<file path="src/design/hkre_pkg.sv">
// Shared types and constants for the held-key repeat engine.
// No dependencies; every other design file but hkre_ram refers to it by scoped names.
package hkre_pkg;

    localparam int CODE_W     = 10;
    localparam int TIME_W     = 32;
    localparam int CFG_IDX_W  = 3;
    localparam int CFG_DATA_W = 16;
    localparam int MAX_RESULTS = 16;
    localparam int CNT_W      = $clog2(MAX_RESULTS + 1);

    // request types
    localparam logic [1:0] REQ_KEY  = 2'd0;
    localparam logic [1:0] REQ_AXIS = 2'd1;
    localparam logic [1:0] REQ_TICK = 2'd2;

    // stick axes
    localparam logic [1:0] AXIS_HORZ = 2'd0;
    localparam logic [1:0] AXIS_VERT = 2'd1;

    // stick direction codes
    localparam logic [1:0] DIR_NEUTRAL = 2'd0;
    localparam logic [1:0] DIR_POS     = 2'd1;
    localparam logic [1:0] DIR_NEG     = 2'd2;

    // register indexes
    localparam logic [CFG_IDX_W-1:0] CFG_DELAY    = 3'd0;
    localparam logic [CFG_IDX_W-1:0] CFG_INTERVAL = 3'd1;
    localparam logic [CFG_IDX_W-1:0] CFG_THRESH   = 3'd2;
    localparam logic [CFG_IDX_W-1:0] CFG_LEFT     = 3'd3;
    localparam logic [CFG_IDX_W-1:0] CFG_RIGHT    = 3'd4;
    localparam logic [CFG_IDX_W-1:0] CFG_UP       = 3'd5;
    localparam logic [CFG_IDX_W-1:0] CFG_DOWN     = 3'd6;

    // register reset values (250 ms, 80 ms, 0.75 in Q0.15)
    localparam logic [15:0] DELAY_RST    = 16'd250;
    localparam logic [15:0] INTERVAL_RST = 16'd80;
    localparam logic [14:0] THRESH_RST   = 15'd24576;

    typedef struct packed {
        logic [1:0]        req_type;
        logic [CODE_W-1:0] key_code;
        logic              key_press;
        logic              key_up;
        logic              is_repeat;
        logic              is_gamepad;
        logic [2:0]        pad_slot;
        logic [1:0]        axis_kind;
        logic signed [15:0] axis_value;
    } t_item;

    typedef struct packed {
        logic [CODE_W-1:0] focus_key;
        logic              from_repeat;
        logic              last;
    } t_result;

    typedef struct packed {
        logic [15:0]       repeat_delay;
        logic [15:0]       repeat_interval;
        logic [14:0]       axis_threshold;
        logic [CODE_W-1:0] dpad_left_code;
        logic [CODE_W-1:0] dpad_right_code;
        logic [CODE_W-1:0] dpad_up_code;
        logic [CODE_W-1:0] dpad_down_code;
    } t_cfg;

    // one lookup-and-update of the held table
    typedef struct packed {
        logic              vld;
        logic [CODE_W-1:0] code;
        logic              do_press;
        logic              do_rel;
    } t_key_op;

    typedef struct packed {
        logic    tick;
        t_key_op op0;
        t_key_op op1;
    } t_job;

    typedef enum logic [2:0] {
        ST_IDLE,
        ST_OP_SCAN,
        ST_OP_APPLY,
        ST_TK_SCAN,
        ST_TK_ROUND,
        ST_TK_FLUSH
    } t_state;

endpackage

</file>
<file path="src/design/hkre_ram.sv">
// Generic simple dual-port RAM, one write and one registered read port.
// No dependencies.
module hkre_ram #(
    parameter int WIDTH = 42,
    parameter int DEPTH = 16
) (
    input  logic                                            i_clk,
    input  logic                                            i_we,
    input  logic [((DEPTH > 1) ? $clog2(DEPTH) : 1)-1:0]   i_waddr,
    input  logic [WIDTH-1:0]                                i_wdata,
    input  logic                                            i_re,
    input  logic [((DEPTH > 1) ? $clog2(DEPTH) : 1)-1:0]   i_raddr,
    output logic [WIDTH-1:0]                                o_rdata
);
    logic [WIDTH-1:0] r_mem [DEPTH];
    logic [WIDTH-1:0] r_rdata;

    always_ff @(posedge i_clk) begin
        if (i_we) begin
            r_mem[i_waddr] <= i_wdata;
        end
        if (i_re) begin
            r_rdata <= r_mem[i_raddr];
        end
    end

    assign o_rdata = r_rdata;

endmodule

</file>
<file path="src/design/hkre_cfg.sv">
// Configuration register file for the held-key repeat engine.
// Depends on hkre_pkg.
module hkre_cfg (
    input  logic                             i_clk,
    input  logic                             i_rst_n,
    input  logic                             i_cfg_valid,
    input  logic [hkre_pkg::CFG_IDX_W-1:0]   i_cfg_index,
    input  logic [hkre_pkg::CFG_DATA_W-1:0]  i_cfg_data,
    output logic                             o_cfg_ready,
    output hkre_pkg::t_cfg                   o_cfg
);
    hkre_pkg::t_cfg r_cfg, n_cfg;

    always_comb begin
        n_cfg = r_cfg;
        if (i_cfg_valid) begin
            case (i_cfg_index)
                hkre_pkg::CFG_DELAY:    n_cfg.repeat_delay    = i_cfg_data;
                hkre_pkg::CFG_INTERVAL: n_cfg.repeat_interval = i_cfg_data;
                hkre_pkg::CFG_THRESH:   n_cfg.axis_threshold  = i_cfg_data[14:0];
                hkre_pkg::CFG_LEFT:  n_cfg.dpad_left_code  = i_cfg_data[hkre_pkg::CODE_W-1:0];
                hkre_pkg::CFG_RIGHT: n_cfg.dpad_right_code = i_cfg_data[hkre_pkg::CODE_W-1:0];
                hkre_pkg::CFG_UP:    n_cfg.dpad_up_code    = i_cfg_data[hkre_pkg::CODE_W-1:0];
                hkre_pkg::CFG_DOWN:  n_cfg.dpad_down_code  = i_cfg_data[hkre_pkg::CODE_W-1:0];
                default: ;  // unmapped index, dropped
            endcase
        end
    end

    always_ff @(posedge i_clk) begin
        if (!i_rst_n) begin
            r_cfg.repeat_delay    <= hkre_pkg::DELAY_RST;
            r_cfg.repeat_interval <= hkre_pkg::INTERVAL_RST;
            r_cfg.axis_threshold  <= hkre_pkg::THRESH_RST;
            r_cfg.dpad_left_code  <= '0;
            r_cfg.dpad_right_code <= '0;
            r_cfg.dpad_up_code    <= '0;
            r_cfg.dpad_down_code  <= '0;
        end else begin
            r_cfg <= n_cfg;
        end
    end

    assign o_cfg_ready = 1'b1;
    assign o_cfg       = r_cfg;

endmodule

</file>
<file path="src/design/hkre_decode.sv">
// Request decoder: turns an item into table operations; holds stick directions.
// Depends on hkre_pkg.
module hkre_decode #(
    parameter int PAD_SLOTS = 8
) (
    input  logic            i_clk,
    input  logic            i_rst_n,
    input  logic            i_accept,
    input  hkre_pkg::t_item i_item,
    input  hkre_pkg::t_cfg  i_cfg,
    output hkre_pkg::t_job  o_job
);
    localparam int NS = 2 * PAD_SLOTS;
    localparam int SW = $clog2(NS);

    logic [NS-1:0][1:0] r_dir, n_dir;

    logic               w_axis_ok;
    logic [3:0]         w_pos;
    logic [SW-1:0]      w_sd_idx;
    logic signed [16:0] w_val, w_thr;
    logic [1:0]         w_cur, w_old;
    logic [hkre_pkg::CODE_W-1:0] w_neg_key, w_pos_key;
    logic               w_press;

    always_comb begin
        w_axis_ok = i_item.is_gamepad && (32'(i_item.pad_slot) < PAD_SLOTS)
                    && (i_item.axis_kind == hkre_pkg::AXIS_HORZ
                        || i_item.axis_kind == hkre_pkg::AXIS_VERT);
        w_pos     = {i_item.pad_slot, i_item.axis_kind[0]};
        w_sd_idx  = w_pos[SW-1:0];
        w_val     = {i_item.axis_value[15], i_item.axis_value};
        w_thr     = $signed({2'b00, i_cfg.axis_threshold});
        if (w_val < -w_thr) begin
            w_cur = hkre_pkg::DIR_NEG;
        end else if (w_val > w_thr) begin
            w_cur = hkre_pkg::DIR_POS;
        end else begin
            w_cur = hkre_pkg::DIR_NEUTRAL;
        end
        w_old = r_dir[w_sd_idx];
        if (i_item.axis_kind == hkre_pkg::AXIS_HORZ) begin
            w_neg_key = i_cfg.dpad_left_code;
            w_pos_key = i_cfg.dpad_right_code;
        end else begin
            w_neg_key = i_cfg.dpad_down_code;
            w_pos_key = i_cfg.dpad_up_code;
        end
        w_press = i_item.key_press && !i_item.is_repeat;
    end

    always_comb begin
        o_job = '0;
        case (i_item.req_type)
            hkre_pkg::REQ_KEY: begin
                o_job.op0.vld      = w_press || i_item.key_up;
                o_job.op0.code     = i_item.key_code;
                o_job.op0.do_press = w_press;
                o_job.op0.do_rel   = i_item.key_up;
            end
            hkre_pkg::REQ_AXIS: begin
                // release of the old direction first, then press of the new one
                if (w_axis_ok && (w_old != w_cur)) begin
                    o_job.op0.vld      = (w_old != hkre_pkg::DIR_NEUTRAL);
                    o_job.op0.code     = (w_old == hkre_pkg::DIR_POS) ? w_pos_key : w_neg_key;
                    o_job.op0.do_rel   = 1'b1;
                    o_job.op1.vld      = (w_cur != hkre_pkg::DIR_NEUTRAL);
                    o_job.op1.code     = (w_cur == hkre_pkg::DIR_POS) ? w_pos_key : w_neg_key;
                    o_job.op1.do_press = 1'b1;
                end
            end
            hkre_pkg::REQ_TICK: begin
                o_job.tick = 1'b1;
            end
            default: ;  // unused request type
        endcase
    end

    always_comb begin
        n_dir = r_dir;
        if (i_accept && (i_item.req_type == hkre_pkg::REQ_AXIS) && w_axis_ok) begin
            n_dir[w_sd_idx] = w_cur;
        end
    end

    always_ff @(posedge i_clk) begin
        if (!i_rst_n) begin
            r_dir <= '0;
        end else begin
            r_dir <= n_dir;
        end
    end

endmodule

</file>
<file path="src/design/hkre_table.sv">
// Held-key table: entry RAM (code, trigger time), valid bits and the walk sequencer.
// Depends on hkre_pkg and hkre_ram.
module hkre_table #(
    parameter int HELD_KEYS = 16
) (
    input  logic              i_clk,
    input  logic              i_rst_n,
    input  logic              i_accept,
    input  hkre_pkg::t_job    i_job,
    input  hkre_pkg::t_cfg    i_cfg,
    output logic              o_busy,
    output logic              o_strobe,
    output hkre_pkg::t_result o_result
);
    localparam int IW = (HELD_KEYS > 1) ? $clog2(HELD_KEYS) : 1;
    localparam int CW = $clog2(HELD_KEYS + 1);
    localparam int TW = hkre_pkg::TIME_W;
    localparam int KW = hkre_pkg::CODE_W;
    localparam int EW = KW + TW;

    hkre_pkg::t_state r_state, n_state;

    // control
    logic [HELD_KEYS-1:0] r_valid, n_valid;
    logic [HELD_KEYS-1:0] r_done, n_done;
    logic [TW-1:0]        r_now, n_now;
    logic [CW-1:0]        r_addr, n_addr;
    logic                 r_rd_pend, n_rd_pend;
    logic                 r_op_sel, n_op_sel;
    logic                 r_hit, n_hit;
    logic                 r_free_found, n_free_found;
    logic                 r_best_found, n_best_found;
    logic                 r_pend_vld, n_pend_vld;
    logic [hkre_pkg::CNT_W-1:0] r_cnt, n_cnt;
    logic                 r_strobe, n_strobe;

    // payload
    hkre_pkg::t_job       r_job, n_job;
    logic [IW-1:0]        r_rd_idx, n_rd_idx;
    logic [IW-1:0]        r_hit_idx, n_hit_idx;
    logic [IW-1:0]        r_free_idx, n_free_idx;
    logic [IW-1:0]        r_best_idx, n_best_idx;
    logic [KW-1:0]        r_best_code, n_best_code;
    logic [KW-1:0]        r_pend_code, n_pend_code;
    hkre_pkg::t_result    r_result, n_result;

    // RAM port
    logic          w_we, w_re;
    logic [IW-1:0] w_waddr, w_raddr;
    logic [EW-1:0] w_wdata, w_rdata;
    logic [KW-1:0] w_rd_code;
    logic [TW-1:0] w_rd_due;

    logic             w_scan_issue, w_scan_end, w_rd_live;
    hkre_pkg::t_key_op w_op;

    hkre_ram #(
        .WIDTH (EW),
        .DEPTH (HELD_KEYS)
    ) u_ram (
        .i_clk   (i_clk),
        .i_we    (w_we),
        .i_waddr (w_waddr),
        .i_wdata (w_wdata),
        .i_re    (w_re),
        .i_raddr (w_raddr),
        .o_rdata (w_rdata)
    );

    assign w_rd_code    = w_rdata[EW-1:TW];
    assign w_rd_due     = w_rdata[TW-1:0];
    assign w_scan_issue = (r_addr != CW'(HELD_KEYS));
    assign w_scan_end   = !w_scan_issue && !r_rd_pend;
    assign w_rd_live    = r_rd_pend && r_valid[r_rd_idx];
    assign w_op         = r_op_sel ? r_job.op1 : r_job.op0;

    // next state
    always_comb begin
        n_state = r_state;
        case (r_state)
            hkre_pkg::ST_IDLE: begin
                if (i_accept) begin
                    if (i_job.tick) begin
                        n_state = hkre_pkg::ST_TK_SCAN;
                    end else if (i_job.op0.vld || i_job.op1.vld) begin
                        n_state = hkre_pkg::ST_OP_SCAN;
                    end
                end
            end
            hkre_pkg::ST_OP_SCAN: begin
                if (w_scan_end) n_state = hkre_pkg::ST_OP_APPLY;
            end
            hkre_pkg::ST_OP_APPLY: begin
                n_state = (!r_op_sel && r_job.op1.vld) ? hkre_pkg::ST_OP_SCAN
                                                       : hkre_pkg::ST_IDLE;
            end
            hkre_pkg::ST_TK_SCAN: begin
                if (w_scan_end) n_state = hkre_pkg::ST_TK_ROUND;
            end
            hkre_pkg::ST_TK_ROUND: begin
                if (!r_best_found) begin
                    n_state = hkre_pkg::ST_IDLE;
                end else if (r_cnt == hkre_pkg::CNT_W'(hkre_pkg::MAX_RESULTS - 1)) begin
                    n_state = hkre_pkg::ST_TK_FLUSH;
                end else begin
                    n_state = hkre_pkg::ST_TK_SCAN;
                end
            end
            hkre_pkg::ST_TK_FLUSH: n_state = hkre_pkg::ST_IDLE;
            default:               n_state = hkre_pkg::ST_IDLE;
        endcase
    end

    // datapath and outputs
    always_comb begin
        n_valid      = r_valid;
        n_done       = r_done;
        n_now        = r_now;
        n_addr       = r_addr;
        n_rd_pend    = 1'b0;
        n_op_sel     = r_op_sel;
        n_hit        = r_hit;
        n_free_found = r_free_found;
        n_best_found = r_best_found;
        n_pend_vld   = r_pend_vld;
        n_cnt        = r_cnt;
        n_strobe     = 1'b0;
        n_job        = r_job;
        n_rd_idx     = r_rd_idx;
        n_hit_idx    = r_hit_idx;
        n_free_idx   = r_free_idx;
        n_best_idx   = r_best_idx;
        n_best_code  = r_best_code;
        n_pend_code  = r_pend_code;
        n_result     = r_result;
        w_we         = 1'b0;
        w_waddr      = r_free_idx;
        w_wdata      = {w_op.code, r_now + TW'(i_cfg.repeat_delay)};
        w_re         = 1'b0;
        w_raddr      = r_addr[IW-1:0];

        case (r_state)
            hkre_pkg::ST_IDLE: begin
                if (i_accept) begin
                    n_job        = i_job;
                    n_op_sel     = !i_job.op0.vld;
                    n_addr       = '0;
                    n_hit        = 1'b0;
                    n_free_found = 1'b0;
                    n_best_found = 1'b0;
                    if (i_job.tick) begin
                        n_now      = r_now + TW'(1);
                        n_done     = '0;
                        n_cnt      = '0;
                        n_pend_vld = 1'b0;
                    end
                end
            end

            hkre_pkg::ST_OP_SCAN, hkre_pkg::ST_TK_SCAN: begin
                if (w_scan_issue) begin
                    w_re      = 1'b1;
                    n_addr    = r_addr + CW'(1);
                    n_rd_pend = 1'b1;
                    n_rd_idx  = r_addr[IW-1:0];
                end
                if (r_state == hkre_pkg::ST_OP_SCAN) begin
                    if (w_rd_live && (w_rd_code == w_op.code)) begin
                        n_hit     = 1'b1;
                        n_hit_idx = r_rd_idx;
                    end
                    // lowest free entry
                    if (r_rd_pend && !r_valid[r_rd_idx] && !r_free_found) begin
                        n_free_found = 1'b1;
                        n_free_idx   = r_rd_idx;
                    end
                end else begin
                    if (w_rd_live && !r_done[r_rd_idx] && (w_rd_due < r_now)
                        && (!r_best_found || (w_rd_code < r_best_code))) begin
                        n_best_found = 1'b1;
                        n_best_idx   = r_rd_idx;
                        n_best_code  = w_rd_code;
                    end
                end
            end

            hkre_pkg::ST_OP_APPLY: begin
                if (w_op.do_press) begin
                    // a held code swallows the whole event
                    if (!r_hit) begin
                        n_strobe             = 1'b1;
                        n_result.focus_key   = w_op.code;
                        n_result.from_repeat = 1'b0;
                        n_result.last        = 1'b1;
                        if (r_free_found) begin
                            w_we                = 1'b1;
                            n_valid[r_free_idx] = !w_op.do_rel;
                        end
                    end
                end else if (w_op.do_rel && r_hit) begin
                    n_valid[r_hit_idx] = 1'b0;
                end
                n_op_sel     = 1'b1;
                n_addr       = '0;
                n_hit        = 1'b0;
                n_free_found = 1'b0;
            end

            hkre_pkg::ST_TK_ROUND: begin
                // results go out one round late so the final one can carry last
                if (r_best_found) begin
                    w_we                = 1'b1;
                    w_waddr             = r_best_idx;
                    w_wdata             = {r_best_code, r_now + TW'(i_cfg.repeat_interval)};
                    n_done[r_best_idx]  = 1'b1;
                    n_strobe            = r_pend_vld;
                    n_result.focus_key  = r_pend_code;
                    n_result.from_repeat = 1'b1;
                    n_result.last       = 1'b0;
                    n_pend_code         = r_best_code;
                    n_pend_vld          = 1'b1;
                    n_cnt               = r_cnt + hkre_pkg::CNT_W'(1);
                end else begin
                    n_strobe             = r_pend_vld;
                    n_result.focus_key   = r_pend_code;
                    n_result.from_repeat = 1'b1;
                    n_result.last        = 1'b1;
                end
                n_addr       = '0;
                n_best_found = 1'b0;
            end

            hkre_pkg::ST_TK_FLUSH: begin
                n_strobe             = 1'b1;
                n_result.focus_key   = r_pend_code;
                n_result.from_repeat = 1'b1;
                n_result.last        = 1'b1;
            end

            default: ;
        endcase
    end

    always_ff @(posedge i_clk) begin
        if (!i_rst_n) begin
            r_state      <= hkre_pkg::ST_IDLE;
            r_valid      <= '0;
            r_done       <= '0;
            r_now        <= '0;
            r_addr       <= '0;
            r_rd_pend    <= 1'b0;
            r_op_sel     <= 1'b0;
            r_hit        <= 1'b0;
            r_free_found <= 1'b0;
            r_best_found <= 1'b0;
            r_pend_vld   <= 1'b0;
            r_cnt        <= '0;
            r_strobe     <= 1'b0;
        end else begin
            r_state      <= n_state;
            r_valid      <= n_valid;
            r_done       <= n_done;
            r_now        <= n_now;
            r_addr       <= n_addr;
            r_rd_pend    <= n_rd_pend;
            r_op_sel     <= n_op_sel;
            r_hit        <= n_hit;
            r_free_found <= n_free_found;
            r_best_found <= n_best_found;
            r_pend_vld   <= n_pend_vld;
            r_cnt        <= n_cnt;
            r_strobe     <= n_strobe;
        end
    end

    always_ff @(posedge i_clk) begin
        r_job       <= n_job;
        r_rd_idx    <= n_rd_idx;
        r_hit_idx   <= n_hit_idx;
        r_free_idx  <= n_free_idx;
        r_best_idx  <= n_best_idx;
        r_best_code <= n_best_code;
        r_pend_code <= n_pend_code;
        r_result    <= n_result;
    end

    assign o_busy   = (r_state != hkre_pkg::ST_IDLE);
    assign o_strobe = r_strobe;
    assign o_result = r_result;

endmodule

</file>
<file path="src/design/held_key_repeat_engine.sv">
// A key event or stick sample gives its result, if any, after a walk of the table;
//   a stick sample that both releases and presses walks the table twice.
// A tick firing R entries holds busy for one full walk through the single RAM read port
//   per fired entry plus a closing empty walk; at 16 results a flush state replaces the
//   empty walk. Results cannot stall.
// Reset (synchronous, active low): table empty, time zero, sticks neutral, registers default.
module held_key_repeat_engine #(
    parameter int HELD_KEYS = 16,
    parameter int PAD_SLOTS = 8
) (
    input  logic                             i_clk,
    input  logic                             i_rst_n,
    // item channel
    input  logic                             start,
    output logic                             busy,
    input  hkre_pkg::t_item                  i_item,
    // results
    output logic                             o_strobe,
    output hkre_pkg::t_result                o_result,
    // register writes
    input  logic                             i_cfg_valid,
    output logic                             o_cfg_ready,
    input  logic [hkre_pkg::CFG_IDX_W-1:0]   i_cfg_index,
    input  logic [hkre_pkg::CFG_DATA_W-1:0]  i_cfg_data
);
    // An item is taken whenever the table sequencer is idle.
    logic           w_accept;
    logic           w_busy;
    hkre_pkg::t_cfg w_cfg;
    hkre_pkg::t_job w_job;

    assign w_accept = start && !w_busy;
    assign busy     = w_busy;

    // Register file; the user issues writes only while idle (unenforced); no shadowing.
    hkre_cfg u_cfg (
        .i_clk       (i_clk),
        .i_rst_n     (i_rst_n),
        .i_cfg_valid (i_cfg_valid),
        .i_cfg_index (i_cfg_index),
        .i_cfg_data  (i_cfg_data),
        .o_cfg_ready (o_cfg_ready),
        .o_cfg       (w_cfg)
    );

    // Decoder: key events map to one table operation; a stick sample whose direction
    // changes maps to a release of its old D-pad code and a press of the new one,
    // each unless neutral. Per-stick direction is kept here, updated on the accept edge.
    hkre_decode #(
        .PAD_SLOTS (PAD_SLOTS)
    ) u_decode (
        .i_clk    (i_clk),
        .i_rst_n  (i_rst_n),
        .i_accept (w_accept),
        .i_item   (i_item),
        .i_cfg    (w_cfg),
        .o_job    (w_job)
    );

    // Held table: codes and trigger times live in one RAM. Every operation walks
    // all entries (read, compare), then does at most one write back, so reads and
    // the write to an entry never overlap. Ticks pick the lowest due code per
    // walk and reschedule it; output runs one walk behind to mark the last item.
    hkre_table #(
        .HELD_KEYS (HELD_KEYS)
    ) u_table (
        .i_clk    (i_clk),
        .i_rst_n  (i_rst_n),
        .i_accept (w_accept),
        .i_job    (w_job),
        .i_cfg    (w_cfg),
        .o_busy   (w_busy),
        .o_strobe (o_strobe),
        .o_result (o_result)
    );

endmodule

</file>
<file path="config.mk">
export PLATFORM = sky130hd
export DESIGN_NAME = held_key_repeat_engine
export DESIGN_NICKNAME = d
export VERILOG_FILES = /design/src/design/hkre_pkg.sv /design/src/design/hkre_ram.sv /design/src/design/hkre_cfg.sv /design/src/design/hkre_decode.sv /design/src/design/hkre_table.sv /design/src/design/held_key_repeat_engine.sv
export SDC_FILE = /design/constraint.sdc
export NUM_CORES = 1
export LEC_CHECK = 0
export ABC_AREA = 1
export ABC_CLOCK_PERIOD_IN_PS = 8700
export BUFFER_PORTS_ARGS = -buffer_cell sky130_fd_sc_hd__buf_2
export CAP_MARGIN = 10
export CORE_MARGIN = 5
export CORE_UTILIZATION = 28
export DETAILED_ROUTE_END_ITERATION = 10
export SYNTH_ARGS = -nofsm -noshare
export SYNTH_HDL_FRONTEND = slang
export SYNTH_SLANG_ARGS = --single-unit
</file>
<file path="constraint.sdc">
create_clock -name i_clk -period 8.7 [get_ports i_clk]
set_input_delay 0 -clock i_clk [delete_from_list [all_inputs] [get_ports i_clk]]
set_output_delay 0 -clock i_clk [all_outputs]
set_load 0.005 [all_outputs]
</file>
# --- Word-level counts from Yosys, hierarchy flattened ---
# Memory sizes are Yosys's and may differ from the RTL's. A register that Yosys moved wholly into a read port is not among the register bits.
# Index checks and enable logic that the tools add are counted.
# W data, S select, Z words.
word_totals:
  regBits: 275
  latchBits: 0
  ram_bits: 672
  romBits: 0
  in_bits: 60
  output_inout_bits: 15
  wordCells: 275
  memories: 1
memory_table:
  columns: ["memory", "words", "width", "read_ports", "rd_ports_with_merged_regs", "write_ports", "line", "text"]
  rows:
  - ["u_table.u_ram.r_mem", 16, 42, 1, 1, 1, "hkre_ram.sv:15", "logic [WIDTH-1:0] r_mem [DEPTH];"]
classes:
  addsub: 6
  n_mul: 0
  n_div: 0
  magnitude_cmp: 13
  n_eq_ne: 36
  shifts: 0
  muxes: 89
  bitwise: 4
  reduce_logical: 75
op_table:
  columns: ["operator", "n"]
  rows:
  - ["$mux W16", 7]
  - ["$mux W42", 2]
  - ["$add A32 B16 Y32", 2]
  - ["$mux W12", 4]
  - ["$mux W10", 4]
  - ["$pmux W12 S3", 1]
  - ["$add A32 B1 Y32 const B", 1]
  - ["$bwmux W32", 1]
  - ["$lt A32 B32 Y1", 1]
  - ["$pmux W16 S2", 1]
  - ["$mux W1", 30]
  - ["$lt A4 B5 Y1 const B", 5]
  - ["$mux W5", 5]
  - ["$reduce_and A2 Y1", 12]
  - ["$reduce_and A4 Y1", 6]
  - ["$ne A2 B1 Y1 const B", 11]
  - ["$pmux W11 S2", 1]
  - ["$mux W3", 7]
  - ["$logic_and A1 B1 Y1", 20]
  - ["$reduce_and A3 Y1", 6]
  - ["$lt A16 B17 Y1", 1]
  - ["$neg A15 Y17", 1]
  - ["$and A16 B16 Y16", 1]
  - ["$bwmux W16", 1]
  - ["38 further kinds", 92]

# --- Depth between registers and ports, before layout ---
logic_depth:
  depth_word: 12
  ltp_mapped: 30
  ltp_nobuf: 30

# --- Modules after synthesis ---
# From an unflattened synthesis, not the netlist that was laid out.
unflattened:
  cells_unflattened: 5280
  hier_area_um2: 47357.9
by_module_without_submodules:
  columns: ["module", "n_inst", "cells_each", "area_per_inst_um2", "seq_area_each_um2"]
  rows:
  - ["hkre_ram", 1, 2773, 29904.9, 21440.6]
  - ["hkre_table", 1, 1462, 10520.1, 3873.7]
  - ["hkre_cfg", 1, 496, 3497.1, 1741.7]
  - ["hkre_decode", 1, 547, 3425.8, 640.6]
  - ["held_key_repeat_engine", 1, 2, 10.0, 0.0]

# --- Least setup slack after synthesis ---
# No wires, ideal clock.
synth_timing:
  kind: "reg-to-reg"
  start: "register u_table.r_addr[0]"
  end: "register u_table.r_state[1]"
  setup_ns: 0.113
  t_arrival_ns: 4.076
  required_ns: 8.587
  path_slack_ns: 4.511
  stages_incl_launch_ff: 14
  path_buffers: 3
  period_less_slack_ns: 4.189
  cell_sequence: "dfxtp_1 clkbuf_1 inv_1 clkbuf_1 clkbuf_1 ha_1 nand3_1 inv_1 nor2_1 inv_1 nand3_1 nor2_1 nor2_1 nor2_1"
synth_via:
  elab_chain_len: 5
  elab_cells_between_ends: 6
  classes_between: "3 x eq/ne; 3 x reduce/logical"
synth_rtl:
  columns: ["item", "line", "text"]
  rows:
  - ["start: declaration", "hkre_table.sv:27", "logic [CW-1:0] r_addr, n_addr;"]
  - ["start signal: assignment", "hkre_table.sv:264", "r_addr <= n_addr;"]
  - ["$ne A5 B5 Y1 (*)", "hkre_table.sv:72", "assign w_scan_issue = (r_addr != CW'(HELD_KEYS));"]
  - ["$logic_not A1 Y1 (*)", "hkre_table.sv:73", "assign w_scan_end = !w_scan_issue && !r_rd_pend;"]
  - ["$logic_and A1 B1 Y1 (*)", "hkre_table.sv:73", null]
  - ["$ne A2 B1 Y1 (no line)", null, null]
  - ["$reduce_and A4 Y1 (no line) (*)", null, null]
  - ["end signal: assignment", "hkre_table.sv:246", "r_state <= hkre_pkg::ST_IDLE;"]
  - ["end signal: assignment", "hkre_table.sv:260", "r_state <= n_state;"]
  - ["end: declaration", "hkre_table.sv:21", "hkre_pkg::t_state r_state, n_state;"]
# Every way passes the cells marked *; elsewhere a longest branch is shown, timed or not.
# A chain may end at the register's enable or synchronous reset.

# --- Worst setup path in the final report ---
layout_timing:
  start: "register u_cfg.r_cfg (netlist bit u_cfg.o_cfg[41])"
  end: "register u_table.r_job[18] in the netlist's numbering (data pin)"
layout_via:
  elab_chain_len: 7
  elab_cells_between_ends: 9
  classes_between: "1 x add/sub; 2 x order compare; 1 x eq/ne; 4 x mux; 1 x reduce/logical"
layout_rtl:
  columns: ["item", "line", "text"]
  rows:
  - ["start: declaration", "hkre_cfg.sv:12", "hkre_pkg::t_cfg r_cfg, n_cfg;"]
  - ["start signal: assignment", "hkre_cfg.sv:40", "r_cfg <= n_cfg;"]
  - ["$neg A15 Y17 / $gt A16 B16 Y1 (equally long branches)", "hkre_decode.sv:34, hkre_decode.sv:36", null]
  - ["$lt A16 B17 Y1 / $mux W1 (equally long branches)", "hkre_decode.sv:34, hkre_decode.sv:36", null]
  - ["$mux W2 (*)", "hkre_decode.sv:34", "if (w_val < -w_thr) begin"]
  - ["$ne A2 B2 Y1 (*)", "hkre_decode.sv:63", "if (w_axis_ok && (w_old != w_cur)) begin"]
  - ["$logic_and A1 B1 Y1 (*)", "hkre_decode.sv:63", null]
  - ["$mux W11 (*)", "hkre_decode.sv:63", null]
  - ["$pmux W11 S2 (*)", "hkre_decode.sv:54", "case (i_item.req_type)"]
  - ["end signal: assignment", "hkre_table.sv:277", "r_job <= n_job;"]
  - ["end: declaration", "hkre_table.sv:38", "hkre_pkg::t_job r_job, n_job;"]
# Marks and branches as above.

==> metrics <==
status finished clean; hold buffers post-CTS 55; synthesized netlist cell count 4077; count of different cell masters after synthesis between 60 and 70; Die H 402 um; final WL 120000 um; Leak Pwr 17.5 nW; Crit path arrival time 6.69 ns; root buf cell clkbuf_16; FMAX 159 MHz; Tightest Hold Check Type in2reg; syn nets 4248; synth warn 0; Crit. End Element flop; Chip Width 402 um; Peak VDD IR 0.000171 V; unrepaired setup endpoints after global routing no; setup TNS 0 ns; Post-synth ARST share 0%; Post-CTS Setup Inserts 0; io pins 75; max-cap check violation count 0; max_slew headroom 21.4%; post-cts resize count 0; DR WL/cell approximately 19 um; Setup Crit Path Kind reg2reg; number of global-route vias before repair 29400; H-Tree Depth 3; Startpoint Class flop; vias around 31000; first-pass GRT wire length 181000 um; # port buffers 73; Least-Margin Pin Slew 1.17 ns; Final ANT Viol Nets 0; cts bufs inserted 100; Pwr Density 223 mW/mm2; Critical Path RT approximately 9 ns; Initial Util 28.3%; Final Hold Viols 0; CTS tree yes; main flop type after synthesis edfxtp_1; worst-case clock buffer depth 3; Syn Area/Cell 10.6 um2; num rows 143; die area 0.162 mm2; Worst-Skew Late Latency approximately 0.69 ns; Detailed Place HPWL 66500 um; Slew Viols, Final 0; FF+latch count, synth 989; initial antenna violation count 0; Final min period 6.30 ns; Layout area overhead 15.3%; grt total ovfl 0; gpl congestion roughly 0.87; CTS Sinks roughly 990; largest net degree at the start of global routing 206; number of nets in the layout 4341; period utilization 72.5%; Clock Skew 0.0507 ns; Core ar. 0.152 mm2; worst-path fanout max 28; Antenna Cells 0; final setup violating endpoints 0; Final Util 32.6%; layout cell share with drive strength beyond 1 8.37%; first-iteration detailed-routing DRC count between 3000 and 4000; 1st-pass router iterations 6; Post-synth EDFFs 786; via/cell ratio just under 5; Reg2Reg Setup Slack around 2.4 ns; drt drc 0; Seq/Total Area, Yosys 64.3%; Overall Global Routing Usage ~14%; Reg clk slew, reported paths about 0.060 ns; Cell Area, Synth ~0.043 mm2
[kinds of logic (layout without fill, tap and decap cells)]
| group | Yosys count | count (layout) | share of synthesized area [%] |
|---|---|---|---|
| AND/OR/NAND/NOR | 1434 | 1434 | 13.8 |
| AO/OA/AOI/OAI | 1037 | 1037 | 13.1 |
| flip-flops | 989 | 989 | 64.3 |
| buffers and inverters | 428 | 603 | 3.77 |
| adder cells (fa/ha/maj) | 111 | 111 | 3.26 |
| XOR/XNOR | 55 | 55 | 1.12 |
| multiplexers | 22 | 22 | 0.570 |
| other | 1 | 1 | 0.00872 |
[routing by layer]
metal | wire (um) | GRT usage (%) | vias to the layer above
met1 | 51500 | 19.2 | 15100
met2 | 56600 | 23.8 | 1084
met4 | 3580 | 4.46 | 0
met3 | 7960 | 1.89 | 210
met5 | 0 | 0 | -
li1 | - | - | 14700
[state kept, by name, summed over array words and instances, names as in the netlist, 5 cells and up]
| signal | cells |
|---|---|
| u_table.u_ram.r_mem | 672 |
| u_cfg.o_cfg | 87 |
| u_table.u_ram.o_rdata | 42 |
| u_decode.r_dir | 32 |
| u_table.r_now | 32 |
| u_table.r_job | 24 |
| u_table.r_done | 16 |
| u_table.r_valid | 16 |
| u_table.o_result | 12 |
| u_table.r_best_code | 10 |
| u_table.r_pend_code | 10 |
| u_table.r_addr | 5 |
| u_table.r_cnt | 5 |
[final timing paths]
check                                                 startpoint                          endpoint  cells past startpoint
worst max-delay path                u_cfg.o_cfg[41]$_SDFFE_PN0P_   u_table.r_job[18]$_SDFFCE_PN0P_                     27
worst min-delay path                                  i_item[36]   u_table.r_state[1]$_SDFFE_PN0P_                      8
worst max register to register      u_cfg.o_cfg[41]$_SDFFE_PN0P_   u_table.r_job[18]$_SDFFCE_PN0P_                     27
worst min register to register  u_table.r_best_code[8]$_DFFE_PP_  u_table.r_pend_code[8]$_DFFE_PP_                      0
[worst max-delay path, stage by stage (launching register included)]
cell	delay [ns]
dfxtp_1	0.31
inv_1	0.09
ha_1	0.20
nand3_1	0.13
nor2_1	0.11
nand2_1	0.09
nor3_1	0.36
nand4_1	0.20
nor2_1	0.19
nand3_1	0.13
xor2_1	0.17
ha_1	0.29
nand2_1	0.07
inv_1	0.04
nor2_1	0.07
o21ai_0	0.07
a21oi_1	0.17
nand2_1	0.07
nand2_1	0.07
nand2_1	0.46
nand2_1	0.98
nand2_1	0.10
nand2_1	0.09
nand2_1	0.08
nand2_1	0.35
inv_1	0.29
a22o_1	0.27
dlygate4sd3_1	0.55
[area by class of cell]
type | count | area (um2)
Clock buffer | 114 | 2560
Inverter | 237 | 903
Clock inverter | 70 | 697
Multi-Input combinational cell | 2660 | 13900
Tap cell | 2030 | 2540
Timing Repair Buffer | 182 | 1340
Fill cell | 15200 | 103000
Sequential cell | 989 | 27700
[power by group]
group	internal [W]	switching, W	total, W
logic	0.000407	0.000976	0.00138
registers	0.00530	0.000123	0.00543
clock network	0.00240	0.00186	0.00426
total	0.00811	0.00296	0.0111
[cells in the mapped netlist (all sizes together), types with 4 or more instances]
cell type  instances  area [um2]
inv              227         855
a22oi             17         128
ha               109        1360
nor3              39         206
xnor2              9        78.8
dfxtp            203        4060
o21ai            558        2790
nand2            566        2160
edfxtp           786       23600
a31oi             17         106
o211ai             7        52.6
a21oi            213        1070
nor2             637        2440
a21boi             4        30.0
nor4              10        68.8
a211oi            10        75.1
buf               17        77.6
clkbuf           174         653
o22ai            179        1120
clkinv            10        37.5
a22o              10        87.6
mux2              20         225
xor2              46         403
o221ai             4        35.0
or3b               8        70.1
or2                5        31.3
nand4             65         407
nand3             92         478
[placed cells by master (no fill, tap or decap), types with 20 or more instances in the layout]
cell	instances
o21ai_0	549
dfxtp_1	201
nor3_1	38
clkbuf_16	100
buf_4	53
nand4_1	65
mux2_2	20
nand2_1	560
o22ai_1	179
a21oi_1	213
clkinv_2	30
buf_2	72
clkinv_1	26
nand3_1	90
xor2_1	46
dlygate4sd3_1	55
nor2_1	611
ha_1	109
edfxtp_1	786
nor2_4	24
inv_1	221
[metrics by stage]
step	hold slack (ns)	power (W)	cell area, um2	cells	setup slack (ns)
after global routing	0.0840	0.0115	49600	6282	1.81
after floorplan	0.126	0.00640	43000	4077	4.51
after global placement	0.254	0.00686	45800	6041	3.00
after CTS	0.00203	0.0111	49600	6280	2.44
after detailed placement	0.267	0.00688	45800	6041	3.05
final	0.0529	0.0111	49600	6282	2.40
(Power assumes the default switching activity.)
